===== src/ulg_pkg.sv =====
`timescale 1ns / 1ps
`default_nettype none

package ulg_pkg;

    // Field widths
    localparam int unsigned ECHO_W  = 16;
    localparam int unsigned LEVEL_W = 14;
    localparam int unsigned CFG_W   = 8;
    localparam int unsigned DIGIT_W = 4;
    localparam int unsigned STAT_W  = 2;
    localparam int unsigned S_DATA_W = 16;
    localparam int unsigned M_DATA_W = 32;

    // Divide-by-constant unit: dividend width, divisor width, coefficient width
    localparam int unsigned DIV_W   = 24;
    localparam int unsigned DIV_D_W = 11;
    localparam int unsigned COEF_W  = 8;

    // Segment edges of the level formula
    localparam logic [ECHO_W-1:0] EDGE_NEAR = 16'd460;
    localparam logic [ECHO_W-1:0] EDGE_FAR  = 16'd1260;

    // Near segment: level = 182 - e*182/1620
    localparam logic [COEF_W-1:0]  NEAR_K = 8'd182;
    localparam logic [DIV_D_W-1:0] NEAR_D = 11'd1620;
    // Far segment: level = 162 - e*162/1495
    localparam logic [COEF_W-1:0]  FAR_K  = 8'd162;
    localparam logic [DIV_D_W-1:0] FAR_D  = 11'd1495;
    // Middle segment: level = 190 - e*190/1455
    localparam logic [COEF_W-1:0]  MID_K  = 8'd190;
    localparam logic [DIV_D_W-1:0] MID_D  = 11'd1455;

    // Reciprocals floor((2^DIV_W - 1) / d)
    localparam logic [DIV_W-1:0] NEAR_M = DIV_W'(((1 << DIV_W) - 1) / 1620);
    localparam logic [DIV_W-1:0] FAR_M  = DIV_W'(((1 << DIV_W) - 1) / 1495);
    localparam logic [DIV_W-1:0] MID_M  = DIV_W'(((1 << DIV_W) - 1) / 1455);

    // Register reset values
    localparam logic [CFG_W-1:0] FULL_LEVEL_RST   = 8'd164;
    localparam logic [CFG_W-1:0] PUMP_RESTART_RST = 8'd5;

    // Register indexes
    typedef enum logic [0:0] {
        REG_FULL_LEVEL   = 1'b0,
        REG_PUMP_RESTART = 1'b1
    } ulg_reg_t;

    // Status codes
    typedef enum logic [STAT_W-1:0] {
        STAT_NORMAL = 2'd0,
        STAT_EMPTY  = 2'd1,
        STAT_FULL   = 2'd2
    } ulg_status_t;

    // Display symbol codes beyond the decimal digits
    localparam logic [DIGIT_W-1:0] SYM_DASH = 4'd10;
    localparam logic [DIGIT_W-1:0] SYM_F    = 4'd11;
    localparam logic [DIGIT_W-1:0] SYM_U    = 4'd12;
    localparam logic [DIGIT_W-1:0] SYM_L    = 4'd13;

    // Commands from the controller to the datapath
    typedef struct packed {
        logic capture;
        logic mul;
        logic recip;
        logic back;
        logic corr;
        logic avg_phase;
        logic fill;
        logic accum;
        logic avg_load;
        logic publish;
    } ulg_cmd_t;

    // Status from the datapath to the controller
    typedef struct packed {
        logic fill_last;
    } ulg_stat_t;

endpackage

`default_nettype wire


===== src/ultrasonic_level_gauge.sv =====
`timescale 1ns / 1ps
`default_nettype none

// Channel   Handshake            Payload
// s_        s_tvalid/s_tready    s_tdata[15:0]  echo_count
// m_        m_tvalid/m_tready    m_tdata[28:0]  level_avg, status, digits, pump_on
// cfg_      cfg_wr_en            cfg_index, cfg_wdata[7:0]
//
// The result beat is registered once the average is divided; the next input beat is taken
// only after the result is published and the block is back in idle. The first item after
// reset waits while the ring is filled, one entry a cycle.
// The shared reciprocal-multiply divider runs twice per item (level, then average).
// Reset is synchronous, active low; the ring contents are not cleared.
// A result that is not taken holds the block in its last step; s_tready stays low.

module ultrasonic_level_gauge #(
    parameter int AVG_DEPTH = 8
) (
    input  wire logic                      aclk,
    input  wire logic                      aresetn,
    input  wire logic                      s_tvalid,
    output logic                           s_tready,
    // echo_count[15:0]
    input  wire logic [ulg_pkg::S_DATA_W-1:0] s_tdata,
    output logic                           m_tvalid,
    input  wire logic                      m_tready,
    // level_avg[13:0], status[15:14], digit_hundreds[19:16], digit_tens[23:20],
    // digit_units[27:24], pump_on[28], zero[31:29]
    output logic [ulg_pkg::M_DATA_W-1:0]   m_tdata,
    input  wire logic                      cfg_wr_en,
    input  wire logic [0:0]                cfg_index,
    input  wire logic [ulg_pkg::CFG_W-1:0] cfg_wdata
);
    import ulg_pkg::*;

    ulg_cmd_t           cmd;
    ulg_stat_t          st;
    logic [LEVEL_W-1:0] level_avg;
    logic [STAT_W-1:0]  status;
    logic [DIGIT_W-1:0] digit_hundreds;
    logic [DIGIT_W-1:0] digit_tens;
    logic [DIGIT_W-1:0] digit_units;
    logic               pump_on;

    ulg_ctrl u_ctrl (
        .aclk     (aclk),
        .aresetn  (aresetn),
        .s_tvalid (s_tvalid),
        .s_tready (s_tready),
        .m_tvalid (m_tvalid),
        .m_tready (m_tready),
        .st       (st),
        .cmd      (cmd)
    );

    ulg_datapath #(
        .AVG_DEPTH (AVG_DEPTH)
    ) u_datapath (
        .aclk           (aclk),
        .aresetn        (aresetn),
        .echo_count     (s_tdata[ECHO_W-1:0]),
        .cfg_wr_en      (cfg_wr_en),
        .cfg_index      (cfg_index),
        .cfg_wdata      (cfg_wdata),
        .cmd            (cmd),
        .st             (st),
        .level_avg      (level_avg),
        .status         (status),
        .digit_hundreds (digit_hundreds),
        .digit_tens     (digit_tens),
        .digit_units    (digit_units),
        .pump_on        (pump_on)
    );

    // Pack the result beat
    assign m_tdata = {3'b000, pump_on, digit_units, digit_tens, digit_hundreds,
                      status, level_avg};

endmodule

`default_nettype wire


===== src/ulg_ctrl.sv =====
`timescale 1ns / 1ps
`default_nettype none

module ulg_ctrl (
    input  wire logic              aclk,
    input  wire logic              aresetn,
    input  wire logic              s_tvalid,
    output logic                   s_tready,
    output logic                   m_tvalid,
    input  wire logic              m_tready,
    input  wire ulg_pkg::ulg_stat_t st,
    output ulg_pkg::ulg_cmd_t      cmd
);
    import ulg_pkg::*;

    typedef enum logic [9:0] {
        ST_IDLE  = 10'b00_0000_0001,
        ST_MUL   = 10'b00_0000_0010,
        ST_RECIP = 10'b00_0000_0100,
        ST_BACK  = 10'b00_0000_1000,
        ST_CORR  = 10'b00_0001_0000,
        ST_FILL  = 10'b00_0010_0000,
        ST_ACCUM = 10'b00_0100_0000,
        ST_AVGLD = 10'b00_1000_0000,
        ST_PUB   = 10'b01_0000_0000,
        ST_SPARE = 10'b10_0000_0000
    } ulg_state_t;

    ulg_state_t state_reg, state_next;
    logic       phase_reg, phase_next;
    logic       filled_reg, filled_next;
    logic       m_tvalid_reg, m_tvalid_next;

    // Sequence one item through level, ring update and average
    always_comb begin
        state_next  = state_reg;
        phase_next  = phase_reg;
        filled_next = filled_reg;
        cmd         = '0;
        case (state_reg)
            ST_IDLE: begin
                if (s_tvalid) begin
                    cmd.capture = 1'b1;
                    state_next  = ST_MUL;
                end
            end
            ST_MUL: begin
                cmd.mul    = 1'b1;
                state_next = ST_RECIP;
            end
            ST_RECIP: begin
                cmd.recip  = 1'b1;
                state_next = ST_BACK;
            end
            ST_BACK: begin
                cmd.back   = 1'b1;
                state_next = ST_CORR;
            end
            ST_CORR: begin
                cmd.corr      = 1'b1;
                cmd.avg_phase = phase_reg;
                if (phase_reg) begin
                    state_next = ST_PUB;
                end else if (filled_reg) begin
                    state_next = ST_ACCUM;
                end else begin
                    state_next = ST_FILL;
                end
            end
            ST_FILL: begin
                cmd.fill = 1'b1;
                if (st.fill_last) begin
                    filled_next = 1'b1;
                    state_next  = ST_AVGLD;
                end
            end
            ST_ACCUM: begin
                cmd.accum  = 1'b1;
                state_next = ST_AVGLD;
            end
            ST_AVGLD: begin
                cmd.avg_load = 1'b1;
                phase_next   = 1'b1;
                state_next   = ST_RECIP;
            end
            ST_PUB: begin
                // Hold until the output register is free or being drained
                if (!m_tvalid_reg || m_tready) begin
                    cmd.publish = 1'b1;
                    phase_next  = 1'b0;
                    state_next  = ST_IDLE;
                end
            end
            default: begin
                state_next = ST_IDLE;
                phase_next = 1'b0;
            end
        endcase
    end

    // Output beat valid
    always_comb begin
        if (cmd.publish) begin
            m_tvalid_next = 1'b1;
        end else if (m_tready) begin
            m_tvalid_next = 1'b0;
        end else begin
            m_tvalid_next = m_tvalid_reg;
        end
    end

    always_ff @(posedge aclk) begin
        if (!aresetn) begin
            state_reg    <= ST_IDLE;
            phase_reg    <= 1'b0;
            filled_reg   <= 1'b0;
            m_tvalid_reg <= 1'b0;
        end else begin
            state_reg    <= state_next;
            phase_reg    <= phase_next;
            filled_reg   <= filled_next;
            m_tvalid_reg <= m_tvalid_next;
        end
    end

    assign s_tready = (state_reg == ST_IDLE);
    assign m_tvalid = m_tvalid_reg;

endmodule

`default_nettype wire


===== src/ulg_datapath.sv =====
`timescale 1ns / 1ps
`default_nettype none

module ulg_datapath #(
    parameter int AVG_DEPTH = 8
) (
    input  wire logic                              aclk,
    input  wire logic                              aresetn,
    input  wire logic [ulg_pkg::ECHO_W-1:0]        echo_count,
    input  wire logic                              cfg_wr_en,
    input  wire logic [0:0]                        cfg_index,
    input  wire logic [ulg_pkg::CFG_W-1:0]         cfg_wdata,
    input  wire ulg_pkg::ulg_cmd_t                 cmd,
    output ulg_pkg::ulg_stat_t                     st,
    output logic [ulg_pkg::LEVEL_W-1:0]            level_avg,
    output logic [ulg_pkg::STAT_W-1:0]             status,
    output logic [ulg_pkg::DIGIT_W-1:0]            digit_hundreds,
    output logic [ulg_pkg::DIGIT_W-1:0]            digit_tens,
    output logic [ulg_pkg::DIGIT_W-1:0]            digit_units,
    output logic                                   pump_on
);
    import ulg_pkg::*;

    localparam int IDX_W = (AVG_DEPTH > 1) ? $clog2(AVG_DEPTH) : 1;
    localparam int SUM_W = LEVEL_W + ((AVG_DEPTH > 1) ? $clog2(AVG_DEPTH) : 0);
    localparam logic [IDX_W-1:0]   IDX_LAST   = IDX_W'(AVG_DEPTH - 1);
    localparam logic [IDX_W-1:0]   SLOT_AFTER = IDX_W'(1 % AVG_DEPTH);
    localparam logic [DIV_D_W-1:0] AVG_D      = DIV_D_W'(AVG_DEPTH);
    localparam logic [DIV_W-1:0]   AVG_M      = DIV_W'(((1 << DIV_W) - 1) / AVG_DEPTH);

    // Configuration registers
    logic [CFG_W-1:0] full_level_reg;
    logic [CFG_W-1:0] restart_reg;

    // Level and divide unit
    logic [ECHO_W-1:0]  e_reg;
    logic [COEF_W-1:0]  k_reg;
    logic [COEF_W-1:0]  base_reg;
    logic [DIV_D_W-1:0] d_reg;
    logic [DIV_W-1:0]   m_reg;
    logic [DIV_W-1:0]   num_reg;
    logic [DIV_W-1:0]   qe_reg;
    logic [DIV_W-1:0]   back_reg;
    logic signed [LEVEL_W-1:0] level_reg;
    logic [LEVEL_W-1:0] avg_reg;
    logic               neg_reg;

    // Averaging ring
    logic signed [LEVEL_W-1:0] ring [AVG_DEPTH];
    logic signed [LEVEL_W-1:0] old_reg;
    logic signed [SUM_W-1:0]   sum_reg;
    logic [IDX_W-1:0]          slot_reg;
    logic [IDX_W-1:0]          fill_reg;
    logic                      pump_stopped_reg;

    // Result register
    logic [LEVEL_W-1:0] out_level_reg;
    logic [STAT_W-1:0]  out_status_reg;
    logic [DIGIT_W-1:0] out_d100_reg;
    logic [DIGIT_W-1:0] out_d10_reg;
    logic [DIGIT_W-1:0] out_d1_reg;
    logic               out_pump_reg;

    // Combinational terms
    logic [COEF_W-1:0]  sel_k;
    logic [DIV_D_W-1:0] sel_d;
    logic [DIV_W-1:0]   sel_m;
    logic [2*DIV_W-1:0] recip_prod;
    logic [DIV_W+DIV_D_W-1:0] back_prod;
    logic [DIV_W-1:0]   rem;
    logic [DIV_W-1:0]   q;
    logic [LEVEL_W:0]   level_diff;
    logic [IDX_W-1:0]   ring_addr;
    logic               ring_we;
    logic signed [SUM_W-1:0] level_ext;
    logic signed [SUM_W-1:0] old_ext;
    logic [SUM_W:0]     sum_wide;
    logic [SUM_W:0]     sum_mag;
    logic               is_empty;
    logic               is_full;
    logic [CFG_W-1:0]   v;
    logic [1:0]         hund;
    logic [CFG_W-1:0]   rest;
    logic [14:0]        tens_prod;
    logic [DIGIT_W-1:0] tens;
    logic [CFG_W-1:0]   units_wide;
    logic [STAT_W-1:0]  stat_sel;
    logic [DIGIT_W-1:0] d100_sel;
    logic [DIGIT_W-1:0] d10_sel;
    logic [DIGIT_W-1:0] d1_sel;
    logic               stopped_next;

    // Configuration writes
    always_ff @(posedge aclk) begin
        if (!aresetn) begin
            full_level_reg <= FULL_LEVEL_RST;
            restart_reg    <= PUMP_RESTART_RST;
        end else if (cfg_wr_en) begin
            case (ulg_reg_t'(cfg_index))
                REG_FULL_LEVEL:   full_level_reg <= cfg_wdata;
                REG_PUMP_RESTART: restart_reg    <= cfg_wdata;
                default: ;
            endcase
        end
    end

    // Pick the formula segment from the incoming width
    always_comb begin
        if (echo_count <= EDGE_NEAR) begin
            sel_k = NEAR_K;
            sel_d = NEAR_D;
            sel_m = NEAR_M;
        end else if (echo_count >= EDGE_FAR) begin
            sel_k = FAR_K;
            sel_d = FAR_D;
            sel_m = FAR_M;
        end else begin
            sel_k = MID_K;
            sel_d = MID_D;
            sel_m = MID_M;
        end
    end

    // Reciprocal quotient estimate, back-multiply and one-step correction
    assign recip_prod = num_reg * m_reg;
    assign back_prod  = qe_reg * d_reg;
    assign rem        = num_reg - back_reg;
    assign q          = qe_reg + DIV_W'(rem >= DIV_W'(d_reg));
    assign level_diff = {{(LEVEL_W + 1 - COEF_W){1'b0}}, base_reg} - {1'b0, q[LEVEL_W-1:0]};

    // Ring write port and running sum terms
    assign ring_addr = cmd.fill ? fill_reg : slot_reg;
    assign ring_we   = cmd.fill | cmd.accum;
    assign level_ext = SUM_W'(level_reg);
    assign old_ext   = SUM_W'(old_reg);
    assign sum_wide  = {sum_reg[SUM_W-1], sum_reg};
    assign sum_mag   = sum_reg[SUM_W-1] ? ((SUM_W + 1)'(0) - sum_wide) : sum_wide;

    assign st.fill_last = (fill_reg == IDX_LAST);

    // Ring memory: registered read of the slot about to be replaced
    always_ff @(posedge aclk) begin
        if (ring_we) begin
            ring[ring_addr] <= level_reg;
        end
        if (cmd.capture) begin
            old_reg <= ring[slot_reg];
        end
    end

    // Datapath payload registers
    always_ff @(posedge aclk) begin
        if (cmd.capture) begin
            e_reg    <= echo_count;
            k_reg    <= sel_k;
            base_reg <= sel_k;
            d_reg    <= sel_d;
            m_reg    <= sel_m;
        end
        if (cmd.mul) begin
            num_reg <= DIV_W'(e_reg * k_reg);
        end
        if (cmd.recip) begin
            qe_reg <= recip_prod[2*DIV_W-1:DIV_W];
        end
        if (cmd.back) begin
            back_reg <= back_prod[DIV_W-1:0];
        end
        if (cmd.corr) begin
            if (cmd.avg_phase) begin
                avg_reg <= neg_reg ? (LEVEL_W'(0) - q[LEVEL_W-1:0]) : q[LEVEL_W-1:0];
            end else begin
                level_reg <= level_diff[LEVEL_W-1:0];
            end
        end
        if (cmd.fill) begin
            sum_reg <= ((fill_reg == '0) ? SUM_W'(0) : sum_reg) + level_ext;
        end
        if (cmd.accum) begin
            sum_reg <= sum_reg - old_ext + level_ext;
        end
        if (cmd.avg_load) begin
            neg_reg <= sum_reg[SUM_W-1];
            num_reg <= DIV_W'(sum_mag);
            d_reg   <= AVG_D;
            m_reg   <= AVG_M;
        end
    end

    // Classify the average and split it into decimal digits
    assign is_empty  = avg_reg[LEVEL_W-1] || (avg_reg == '0);
    assign is_full   = !is_empty && (avg_reg > LEVEL_W'(full_level_reg));
    assign v         = avg_reg[CFG_W-1:0];
    assign hund      = (v >= 8'd200) ? 2'd2 : ((v >= 8'd100) ? 2'd1 : 2'd0);
    assign rest      = v - ((hund == 2'd2) ? 8'd200 : ((hund == 2'd1) ? 8'd100 : 8'd0));
    assign tens_prod = rest[6:0] * 8'd205;
    assign tens      = tens_prod[14:11];
    assign units_wide = rest - (CFG_W'(tens) * 8'd10);

    always_comb begin
        stopped_next = pump_stopped_reg;
        if (is_empty) begin
            stat_sel     = STAT_EMPTY;
            d100_sel     = SYM_DASH;
            d10_sel      = SYM_DASH;
            d1_sel       = SYM_DASH;
            stopped_next = 1'b1;
        end else if (is_full) begin
            stat_sel = STAT_FULL;
            d100_sel = SYM_F;
            d10_sel  = SYM_U;
            d1_sel   = SYM_L;
        end else begin
            stat_sel = STAT_NORMAL;
            d100_sel = DIGIT_W'(hund);
            d10_sel  = tens;
            d1_sel   = units_wide[DIGIT_W-1:0];
            if (v >= restart_reg) begin
                stopped_next = 1'b0;
            end
        end
    end

    // Slot, fill index and pump state
    always_ff @(posedge aclk) begin
        if (!aresetn) begin
            slot_reg         <= '0;
            fill_reg         <= '0;
            pump_stopped_reg <= 1'b0;
        end else begin
            if (cmd.fill) begin
                fill_reg <= st.fill_last ? '0 : fill_reg + 1'b1;
                if (st.fill_last) begin
                    slot_reg <= SLOT_AFTER;
                end
            end
            if (cmd.accum) begin
                slot_reg <= (slot_reg == IDX_LAST) ? '0 : slot_reg + 1'b1;
            end
            if (cmd.publish) begin
                pump_stopped_reg <= stopped_next;
            end
        end
    end

    // Result register
    always_ff @(posedge aclk) begin
        if (cmd.publish) begin
            out_level_reg  <= avg_reg;
            out_status_reg <= stat_sel;
            out_d100_reg   <= d100_sel;
            out_d10_reg    <= d10_sel;
            out_d1_reg     <= d1_sel;
            out_pump_reg   <= !stopped_next;
        end
    end

    assign level_avg      = out_level_reg;
    assign status         = out_status_reg;
    assign digit_hundreds = out_d100_reg;
    assign digit_tens     = out_d10_reg;
    assign digit_units    = out_d1_reg;
    assign pump_on        = out_pump_reg;

endmodule

`default_nettype wire


===== config.mk =====
export PLATFORM = sky130hd
export DESIGN_NAME = ultrasonic_level_gauge
export DESIGN_NICKNAME = d
export VERILOG_FILES = /design/src/ulg_pkg.sv /design/src/ultrasonic_level_gauge.sv /design/src/ulg_ctrl.sv /design/src/ulg_datapath.sv
export SDC_FILE = /design/constraint.sdc
export NUM_CORES = 2
export LEC_CHECK = 0
export BUFFER_PORTS_ARGS = -buffer_cell sky130_fd_sc_hd__buf_2
export CAP_MARGIN = 20
export CELL_PAD_IN_SITES_DETAIL_PLACEMENT = 0
export CELL_PAD_IN_SITES_GLOBAL_PLACEMENT = 2
export CORE_AREA = 2 2 307 309
export DETAILED_ROUTE_END_ITERATION = 10
export DIE_AREA = 0 0 309 311
export PLACE_DENSITY = 0.92
export REMOVE_ABC_BUFFERS = 1
export SYNTH_ARGS = -nofsm -noshare
export SYNTH_HDL_FRONTEND = slang
export SYNTH_SLANG_ARGS = --single-unit

===== constraint.sdc =====
create_clock -name aclk -period 8.6 [get_ports aclk]
set_input_delay 1.72 -clock aclk [delete_from_list [all_inputs] [get_ports aclk]]
set_output_delay 1.72 -clock aclk [all_outputs]
set_load 0.005 [all_outputs]

# == Yosys cells after proc, flatten, opt, wreduce, memory -nomap -nowiden ==
# Memory sizes are Yosys's and may differ from the RTL's. A register that Yosys moved wholly into a read port is not among the register bits.
# Cells that the tools add are included.
# op_classes
n_addsub,12
n_mul,5
magnitude_cmp,7
eq_ne,16
muxes,52
bitwise_logic,4
n_reduce_logical,23
# ops
operator,count
10-bit case mux with 8 select lines,1
18-bit two-way mux,3
17-bit two-way mux,3
24-bit by 24-bit multiplier with 48-bit output,1
17-bit by 14-bit adder with 17-bit output,2
10-bit two-way mux,3
7-bit two-way mux,4
24-bit by 11-bit greater-or-equal comparator with 1-bit output,1
16-bit by 8-bit multiplier with 24-bit output,1
24-bit by 11-bit multiplier with 24-bit output,1
24-bit two-way mux,1
3-bit two-way mux,8
24-bit subtractor,1
11-bit two-way mux,2
1-bit two-way mux,19
"1-bit by 17-bit subtractor with 18-bit output, first input constant",1
17-bit by 14-bit subtractor with 17-bit output,1
"16-bit by 11-bit greater-or-equal comparator with 1-bit output, second input constant",1
"16-bit by 9-bit <= comparator with 1-bit output, second input constant",1
"7-bit by 8-bit multiplier with 15-bit output, second input constant",1
14-bit by 1-bit adder with 14-bit output,1
14-bit by 8-bit > comparator with 1-bit output,1
14-bit logical NOT,1
14-bit two-way mux,1
39 further kinds,59
# totals
register_bits,242
ramBits,112
output_inout_bits,34
mem_count,1
# mem_list
name,depth,word_bits,read_ports,rd_ports_with_merged_regs,write_ports,line,source
u_datapath.ring,8,14,1,1,1,ulg_datapath.sv:49,logic signed [LEVEL_W-1:0] ring [AVG_DEPTH];

# == Longest topological paths before layout ==
# logic_depth
word_depth,11
depth_mapped,31
depth_no_buf,31

# == Modules after synthesis ==
# Synthesis repeated with hierarchy kept, for this count alone.
# hier_totals
hier_cells,3900
area_unflattened_um2,40410.0
# modules_own_cells
mod,instances,cells_per_inst,area_each_um2,seq_area_each_um2
ulg_datapath,1,3807,39615.5,9328.9
ulg_ctrl,1,88,760.7,240.2
ultrasonic_level_gauge,1,5,33.8,0.0

# == Worst setup path after synthesis ==
# OpenSTA, ideal clock, no wires.
# synth_path
kind,flip-flop to flip-flop
startpoint,reg u_datapath.m_reg[19]
endpoint,"reg u_datapath.qe_reg[21], data pin"
t_arrival_ns,6.982
required_ns,8.342
path_slack_ns,1.360
stages_incl_launch_ff,27
n_path_buf,2
synth_period_minus_slack_ns,7.240
cell_sequence,dfxtp_1 > buf_2 > clkbuf_1 > nand2_1 > inv_1 > fa_1 > fa_1 > inv_1 > fa_1 > fa_1 > inv_1 > fa_1 > fa_1 > inv_1 > fa_1 > inv_1 > ha_1 > a21oi_1 > o21ai_0 > a2111oi_2 > a221oi_2 > a31o_4 > a211o_1 > o32a_1 > a221o_1 > a21oi_2 > xnor2_1
# synth_between
elab_chain_len,1
# synth_rtl
element,line,source
start: declaration,ulg_datapath.sv:40,logic [DIV_W-1:0] m_reg;
start signal: assignment,ulg_datapath.sv:158,m_reg <= sel_m;
24-bit by 24-bit multiplier with 48-bit output,ulg_datapath.sv:125,assign recip_prod = num_reg * m_reg;
via u_datapath.recip_prod[45],ulg_datapath.sv:68,logic [2*DIV_W-1:0] recip_prod;
end signal: assignment,ulg_datapath.sv:164,qe_reg <= recip_prod[2*DIV_W-1:DIV_W];
end: declaration,ulg_datapath.sv:42,logic [DIV_W-1:0] qe_reg;
# The timed path passes the listed nets, and every way through them passes these cells.
# A chain may end at the register's enable or synchronous reset.

# == Worst setup path after layout ==
# layout_path
startpoint,reg u_datapath.num_reg[16]
endpoint,"reg u_datapath.qe_reg[21], data pin"
# layout_between
elab_chain_len,1
# layout_rtl
element,line,source
start: declaration,ulg_datapath.sv:41,logic [DIV_W-1:0] num_reg;
start signal: assignment,ulg_datapath.sv:161,num_reg <= DIV_W'(e_reg * k_reg);
start signal: assignment,ulg_datapath.sv:184,num_reg <= DIV_W'(sum_mag);
24-bit by 24-bit multiplier with 48-bit output,ulg_datapath.sv:125,
via u_datapath.recip_prod[45],ulg_datapath.sv:68,
# The timed path passes the listed nets, and every way through them passes these cells.

==> results.json <==
{
  "status": "completed",
  "dieArea_mm2": 0.0961,
  "netlist_area_mm2": 0.0405,
  "ys_ff_latch": 336,
  "ys.flop_type": "edfxtp_1",
  "timing.max_cap.violations": 0,
  "ys_seq_area_share_pct": 23.6,
  "fin_worst_skew_ps": 26.9,
  "insertion_delay_ps": 590,
  "cts.sinks": 336,
  "crit_arrival_ps": 8220,
  "initial_utilization_pct": 43.6,
  "slew_violations": 0,
  "crit_top_cell": "fa_1",
  "crit_fanout": 9,
  "setup-tns-final_ps": 0,
  "synthesis.instances": 3917,
  "grt_antenna_before_repair": 0,
  "ys_async_sr_fraction_pct": 0,
  "synthSimpleGateAreaFrac_pct": 9.96,
  "r2r_slack_ps": 720,
  "drtPass1Iterations": 6,
  "required_ps": 8940,
  "setup_violations": 0,
  "fmaxAchievable_mhz": 127,
  "drt_iter0_drc": 1404,
  "grt_use_total_pct": 20.8,
  "period_needed_ps": 7880,
  "wl_per_cell_um": 18.3,
  "yosysMostFrequentCell": "inv_1",
  "crit_path_end_kind": "flop",
  "place_hpwl_mm": 81.1,
  "worstSetupStartpointType": "flop",
  "portBuffers": 59,
  "fin_crit_sh_pct": 91.6,
  "hold_depth": 0,
  "synth_adder_area_share_pct": 43.4,
  "core_area_mm2": 0.0928,
  "synth_cell_type_count": 73,
  "grt_overflow": 0,
  "via_count": 26300,
  "grt_pass1_vias": 28100,
  "synth_mux_area_share_pct": 2.20,
  "cts_tree": "yes",
  "synth_common_cells": "inv_1, fa_1, ha_1",
  "ant_nets": 0,
  "drt_wl_total_mm": 96.7,
  "synth_top_family_by_area": "adder cells",
  "synth_edf_count": 284,
  "drive_gt1_share_pct": 5.88,
  "slowest_delay_ps": 760,
  "synthXorXnorAreaFrac_pct": 4.09,
  "htreeDepth": 2,
  "grt_first_pass_wirelength_mm": 154,
  "cp_slowest_cell": "edfxtp_1",
  "worstMarginPinSlew_ps": 1020,
  "rr_worst_depth": 26,
  "io_pins": 64,
  "syn_to_final_growth_pct": 8.25,
  "min_to": "u_datapath.level_avg[11]",
  "min_from": "u_datapath.avg_reg[11]",
  "synthDominantCellAreaShare_pct": 30.4,
  "regMostFlops": "u_datapath.ring",
  "syn_avg_cell_area_um2": 10.3,
  "path_class": "flop to flop",
  "die_h_um": 311,
  "finalHoldViolations": 0,
  "reg2reg_from": "u_datapath.num_reg[16]",
  "yosysWarnings": 0,
  "cts.path.max_buffers": 3,
  "grt_max_degree": 35,
  "reg2reg_to": "u_datapath.qe_reg[21]",
  "remaining_drc_errors": 0,
  "dieWidth_um": 309,
  "slew_headroom_pct": 31.9,
  "cts-buffers-inserted": 41,
  "rows": 112,
  "viasPerCell": 4.99,
  "num_antenna_cells": 0,
  "clk_pin_slew_worst_paths_ps": 60,
  "fin_nets": 5045,
  "yosys.area.top_type": "fa_1",
  "synth_area_leaders": "fa_1, edfxtp_1, ha_1",
  "hp-class": "flop to flop",
  "synth-compound-area-share_pct": 6.83,
  "largest_register_ffs": 112,
  "cts_setup_buffers": 0,
  "clockRootBuffer": "clkbuf_16",
  "routabilityCongestion": 0.915,
  "rsz0062_at_grt": "no"
}
## how the worst max path moves through the flow
stage,from,depth (start not counted),endpoint,slack [ps]
after floorplan,u_datapath.m_reg[19],24,u_datapath.qe_reg[21],1190
after global placement,u_datapath.m_reg[19],23,u_datapath.qe_reg[21],570
after detailed placement,u_datapath.m_reg[19],25,u_datapath.qe_reg[21],510
after CTS,u_datapath.m_reg[19],27,u_datapath.qe_reg[22],510
after global routing,u_datapath.num_reg[1],26,u_datapath.level_reg[12],170
final,u_datapath.num_reg[16],26,u_datapath.qe_reg[21],720
## metal layers
layer / wire, um / global-route usage (%) / share of wire (%)
met2: 48000 / 35.8 / 50
met4: 2310 / 5.10 / 2.4
met3: 4230 / 2.65 / 4.4
met1: 42200 / 27.8 / 44
met5: 0 / 0 / 0
## critical path, delay by kind of cell, from the launching register on
kind,cells,cell delay (ps)
AOI/OAI and AO/OA,9,2180
xor gates and xnor gates,1,70
adders and majority gates,8,3800
buffers and inverters,7,530
DFF,1,760
and+or+nand+nor,1,310
## logic make-up after synthesis
family                   after synthesis
multiplexers                          52
adder cells (fa/ha/maj)             1037
flip-flops                           336
AO/OA/AOI/OAI                        436
XOR/XNOR                             189
other                                  1
buffers and inverters               1056
AND/OR/NAND/NOR                      810
## through the flow
step / cell area [um^2] / instances / hold WS (ps) / worst slack [ps] / utilization (%)
final: 43800 / 5271 / 451 / 724 / 47.2
after global routing: 43800 / 5271 / 465 / 170 / 47.2
after CTS: 43800 / 5270 / 447 / 507 / 47.2
after detailed placement: 42400 / 5194 / 435 / 513 / 45.7
after global placement: 42400 / 5194 / 429 / 569 / 45.7
after floorplan: 40100 / 3835 / 417 / 1190 / -
## cells in the final DEF (no fill, tap or decap), drive strengths merged, types with 7 or more instances in the layout
cell type,instances
nor3b,7
xor2,65
a31oi,17
edfxtp,284
and3,21
nor4,9
clkbuf,55
nor2,138
a21oi,141
a211oi,7
mux4,28
nand3,37
or3,10
fa,614
nand2b,24
a21boi,22
nand2,260
a21o,42
dfxtp,52
inv,974
o21a,26
mux2i,10
nor3,34
xnor2,124
o41ai,7
o211ai,11
nor2b,31
nand4,17
mux2,14
buf,106
o31ai,13
o21ai,96
clkinv,11
and2,197
o21bai,10
ha,417
## layout make-up
class | count | area [um^2]
Sequential cell | 336 | 9570
Fill cell | 8701 | 49000
Timing Repair Buffer | 106 | 652
Inverter | 971 | 3640
Multi-Input combinational cell | 2528 | 26900
Clock buffer | 55 | 1120
Tap cell | 1254 | 1570
Clock inverter | 21 | 307
## what timing repair did
item	CTS	global route
gates resized for setup	0	1
hold buffers	0	0
endpoints found under the setup margin	0	1
Power is not shown: default switching activity piles up to over one toggle a cycle in this logic, so the estimate is an artifact.
